===== config.mk =====
export PLATFORM = sky130hd
export DESIGN_NAME = bqp_axis_weights
export DESIGN_NICKNAME = d
export VERILOG_FILES = /design/src/bqp_pkg.sv /design/src/bqp_axis_weights.sv
export SDC_FILE = /design/constraint.sdc
export NUM_CORES = 2
export LEC_CHECK = 0
export BUFFER_PORTS_ARGS = -buffer_cell sky130_fd_sc_hd__buf_4
export CAP_MARGIN = 15
export CELL_PAD_IN_SITES_DETAIL_PLACEMENT = 1
export CELL_PAD_IN_SITES_GLOBAL_PLACEMENT = 2
export CORE_UTILIZATION = 45
export DETAILED_ROUTE_END_ITERATION = 8
export PLACE_DENSITY_LB_ADDON = 0.1
export SLEW_MARGIN = 20
export SYNTH_ARGS = -nofsm -noshare
export SYNTH_HDL_FRONTEND = slang
export SYNTH_SLANG_ARGS = --single-unit
export TNS_END_PERCENT = 10

===== constraint.sdc =====
create_clock -name vclk -period 24.9
set_input_delay 3.735 -clock vclk [all_inputs]
set_output_delay 3.735 -clock vclk [all_outputs]
set_load 0.005 [all_outputs]

===== src/bqp_pkg.sv =====
// ----------------------------------------------------------------------------
// Biquadratic patch package
// Shared weight and result formats, pipeline load controls and the rounding
// shift used by the weight, row-sum and final-sum stages of the patch unit.
// ----------------------------------------------------------------------------
package bqp_pkg;

  localparam int WGT_BITS = 16;
  localparam int OUT_FRAC = 8;
  localparam int OUT_BITS = 26;
  localparam int WGT_W    = 20;
  localparam int ROW_HEAD = WGT_W - (WGT_BITS - OUT_FRAC) + 1;
  localparam int ACC_HEAD = WGT_W + ROW_HEAD - 1;

  localparam logic signed [OUT_BITS-1:0] OUT_MAX = {1'b0, {(OUT_BITS-1){1'b1}}};
  localparam logic signed [OUT_BITS-1:0] OUT_MIN = {1'b1, {(OUT_BITS-1){1'b0}}};

  typedef logic signed [WGT_W-1:0]    wgt_t;
  typedef logic signed [OUT_BITS-1:0] res_t;

  typedef struct packed {
    logic s2;
    logic s3;
    logic s4;
    logic s5;
  } pipe_load_t;

  // Arithmetic right shift that rounds to nearest, with ties toward plus infinity.
  function automatic logic signed [63:0] rnd_shift(input logic signed [63:0] v,
                                                   input int sh);
    logic signed [64:0] v2;
    logic signed [64:0] q;
    v2 = 65'(v);
    v2 = v2 <<< 1;
    q  = (v2 >>> sh) + 65'sd1;
    q  = q >>> 1;
    return q[63:0];
  endfunction

endpackage


===== src/bqp_axis_weights.sv =====
// ----------------------------------------------------------------------------
// Axis weights
// Quadratic Lagrange weights of the curve through three samples and their
// derivatives for one patch coordinate, rounded to the shared weight format.
// ----------------------------------------------------------------------------
module bqp_axis_weights import bqp_pkg::*; #(
  parameter int FRAC_BITS = 16
) (
  input  logic [FRAC_BITS:0] pos,
  output wgt_t               wgt [3],
  output wgt_t               drv [3]
);

  localparam int TW = FRAC_BITS + 5;
  localparam int PW = 2 * TW;
  localparam int SH = 2 * FRAC_BITS - WGT_BITS;

  localparam logic signed [TW-1:0] ONE =
    {{(TW-FRAC_BITS-1){1'b0}}, 1'b1, {FRAC_BITS{1'b0}}};

  logic signed [TW-1:0] t_s;
  logic signed [TW-1:0] a;
  logic signed [TW-1:0] b;
  logic signed [TW-1:0] c;
  logic signed [TW-1:0] dd0;
  logic signed [TW-1:0] dd1;
  logic signed [TW-1:0] dd2;
  logic signed [PW-1:0] p0;
  logic signed [PW-1:0] p1;
  logic signed [PW-1:0] p2;
  logic signed [PW-1:0] q0;
  logic signed [PW-1:0] q1;
  logic signed [PW-1:0] q2;

  always_comb begin
    t_s = TW'(pos);
    a   = ONE - t_s;
    b   = ONE - (t_s <<< 1);
    c   = (t_s <<< 1) - ONE;
    dd0 = (t_s <<< 2) - ONE - (ONE <<< 1);
    dd1 = (ONE <<< 2) - (t_s <<< 3);
    dd2 = (t_s <<< 2) - ONE;
    p0  = PW'(a) * PW'(b);
    p1  = (PW'(t_s) * PW'(a)) <<< 2;
    p2  = PW'(t_s) * PW'(c);
    q0  = PW'(dd0) <<< FRAC_BITS;
    q1  = PW'(dd1) <<< FRAC_BITS;
    q2  = PW'(dd2) <<< FRAC_BITS;
    wgt[0] = WGT_W'(rnd_shift(64'(p0), SH));
    wgt[1] = WGT_W'(rnd_shift(64'(p1), SH));
    wgt[2] = WGT_W'(rnd_shift(64'(p2), SH));
    drv[0] = WGT_W'(rnd_shift(64'(q0), SH));
    drv[1] = WGT_W'(rnd_shift(64'(q1), SH));
    drv[2] = WGT_W'(rnd_shift(64'(q2), SH));
  end

endmodule


# Yosys cells after proc, flatten, opt, wreduce, memory -nomap -nowiden
# Index checks and enable logic that the tools add are counted.
# totals
reg_bits	0
input_bits	17
out_inout_bits	120
word_cells	15
# classes
n_addsub	12
multipliers	3
# op_table
cell	n
$add 21x2->21 const B	6
$mul 18x19->36	2
$mul 18x18->34	1
$sub 19x17->20 const B	1
$sub 19x20->20 const A	1
$sub 20x19->20 const B	1
$sub 17x18->19 const A	1
$sub 18x17->19 const B	1
$sub 17x17->18 const A	1

# Depth between registers and ports, before layout
# depth
ltp_word	3
ltp_mapped	40
ltp_nobuf	36

# Worst setup path before layout
# No wires, ideal clock.
# synth_timing
path_kind	in2out
startpoint	input port pos[0]
endpoint	output port wgt[59] (netlist name)
arrival_ns	12.788
path_slack_ns	8.377
path_stages	39
n_path_buf	5
path_cell_list	buf_4 clkinv_1 buf_1 ha_1 nor3b_1 nor3b_1 and3_1 nand2_1 nor2_1 ha_1 clkbuf_1 inv_1 clkbuf_1 nand2_1 fa_1 inv_1 fa_1 inv_1 (+3 left out) fa_1 inv_1 fa_1 inv_1 ha_1 clkbuf_2 a21oi_1 o21ai_1 a2111o_1 and2_1 o311a_1 and3_1 o211ai_2 nor4_4 and2_1 maj3_1 a211oi_2 xnor2_1
# synth_rtl
element	line_no	rtl
start, declared	bqp_axis_weights.sv:9	input logic [FRAC_BITS:0] pos,
end, declared	bqp_axis_weights.sv:10	output wgt_t wgt [3],

==> impl_results.md <==
- Share of cells above drive strength 1: 0.0548
- Netlist cell types: 81
- Sequential fraction of the synthesis area: 0
- Chip height: 270 um
- Finish-stage setup viols: 0
- Launch point of the worst path: pos[1]
- Core Rows: 97
- Pins Over Slew Limit: 0
- Cts hold-fix bufs: 0
- GR Overflow Total: 0
- CP max stage cell: clkinv_1
- Fmax: 53.1 MHz
- Crit path largest cell delay: 0.83 ns
- Startpoint types: primary input
- WS Path Type: primary input to output port
- CP Buf/Inv Count: 9
- Global-route wire length before repair: 156000 um
- CP Data Required Time: 21.16 ns
- Yosys Warn Count: 0
- Port buffer count: 130
- Largest net degree at the start of global routing: 46
- Hold Path Class: primary input to output port
- Die area: 0.0730 mm^2
- Arrival @ worst endpoint: 15.09 ns
- CP Capture Point: wgt[59]
- Number of global-route vias before repair: 27900
- Synth Area in XOR/XNOR: 0.0386
- Post-CTS Setup Bufs: 0
- Vias: 23900
- Vias per cell: 5.18
- Final antenna-violating net count: 0
- Setup TNS: 0 ns
- GPL Wtd Cong: 0.921
- Syn Std Cell Area: 0.0323 mm^2
- Post-detail-place hpwl: 78600 um
- Final hold vios: 0
- Ports: 137
- Die Span X: 270 um
- Clock buffers: 0
- Most used cell, CP: fa_1
- Synth Area in Simple Gates: 0.134
- # resized after CTS: 0
- Post-layout minimum cycle time: 18.82 ns
- Drt wl/cell: 20.6 um
- Worst Path Max Fanout: 26
- Adder-cell share of the synthesized area: 0.629
- CP Depth: 36
- Initial antenna violation count: 0
- Final nets: 4830
- Slew margin rel.: 0.334
- Syn Inst Count: 3669
- Avg Inst Size Synth: 8.82 um^2
- First-pass DRT Iterations: 5
- Remaining DRCs: 0
- CP Capture Type: output port
- Max-cap violations: 0
- Top delay family on crit path: adder cells
- Most frequent cells in the layout: inv_1 (1056), fa_1 (806), nand2_1 (346)
- Global-route usage over all layers: 0.273
- Post-synthesis mux area share: 0.00236
- RSZ-0062 raised after global routing: false
- Tcrit/Tclk final: 0.756
- Area fraction in compound gates after synthesis: 0.0487
- Number of DRC markers in iteration 0: 1035
- Largest family of logic cells by synthesized area: adder cells
- Area grow syn2layout: 5.11%
- Status: finished clean
- Commonest non-fill, non-tap cell in the layout: inv_1
- Hold path start: pos[10]
- Core Box Area: 0.0706 mm^2
- Final WL: 94800 um
- N_diodes: 0
- Storage cell area: 0 um^2
- FF+latch count: 0
- Slew of the pin with the lowest slew margin: 0.998 ns
- Initial core utilization: 0.458
==> worst min-delay path by stage <==
stage,to,cells after the start
after floorplan,drv[10],1
after global routing,drv[52],2
after CTS,drv[52],2
final,drv[52],2
after detailed placement,drv[52],2
after global placement,drv[52],2
==> metal layers <==
layer / wire [um] / vias to the layer above / track usage
met5: 0 / - / 0
met4: 1710 / 0 / 0.0387
met3: 3530 / 78 / 0.0108
met2: 47200 / 484 / 0.479
met1: 42400 / 12700 / 0.381
li1: - / 10600 / -
==> Yosys cell counts (6+ instances only) <==
cell type,n,area share
inv_1,1056,0.12
fa_1,806,0.50
nand2_1,346,0.040
ha_1,335,0.13
nor2_1,250,0.029
clkbuf_1,114,0.013
and2_1,88,0.017
xnor2_1,87,0.024
a21oi_1,60,0.0093
nor2b_1,60,0.012
xor2_1,53,0.014
nand2b_1,50,0.0097
o21ai_0,41,0.0063
buf_4,38,0.0088
a21o_1,29,0.0067
nand3_1,25,0.0039
nor3_1,22,0.0034
buf_1,14,0.0016
and3_1,12,0.0023
nand4_1,11,0.0021
or3_1,11,0.0021
or2_2,9,0.0017
a211oi_1,8,0.0019
o21a_1,8,0.0019
o21bai_1,8,0.0019
clkinv_1,7,0.00081
nor4_1,6,0.0012
==> stage by stage <==
step            util  cell area, um^2  worst slack [ns]  hold WS [ns]  cells
2_1_floorplan      -            32400              8.38          7.55   3675
5_1_grt        0.481            34000              5.41          7.83   4610
6_report       0.481            34000              6.08          7.83   4610
3_3_place_gp   0.481            34000              6.37          7.84   4610
4_1_cts        0.481            34000              6.10          7.84   4610
3_5_place_dp   0.481            34000              6.15          7.84   4610
==> kinds of logic (layout without fill, tap and decap cells) <==
logic type | after synthesis | after routing
simple gates | 919 | 919
buf+inv | 1232 | 1227
fa+ha+maj | 1142 | 1142
xor+xnor | 141 | 141
compound gates | 227 | 227
other cells | 1 | 7
mux | 7 | 7
==> layout make-up <==
class | instances | area (um^2)
tap | 940 | 1180
fill | 8349 | 36600
inverter | 1064 | 3990
timing repair buffer | 163 | 1220
multi-input combinational | 2443 | 27600
Power is left out: the tool's default activity adds up to more than one toggle a clock period on the data nets, which glitch-free logic cannot reach.
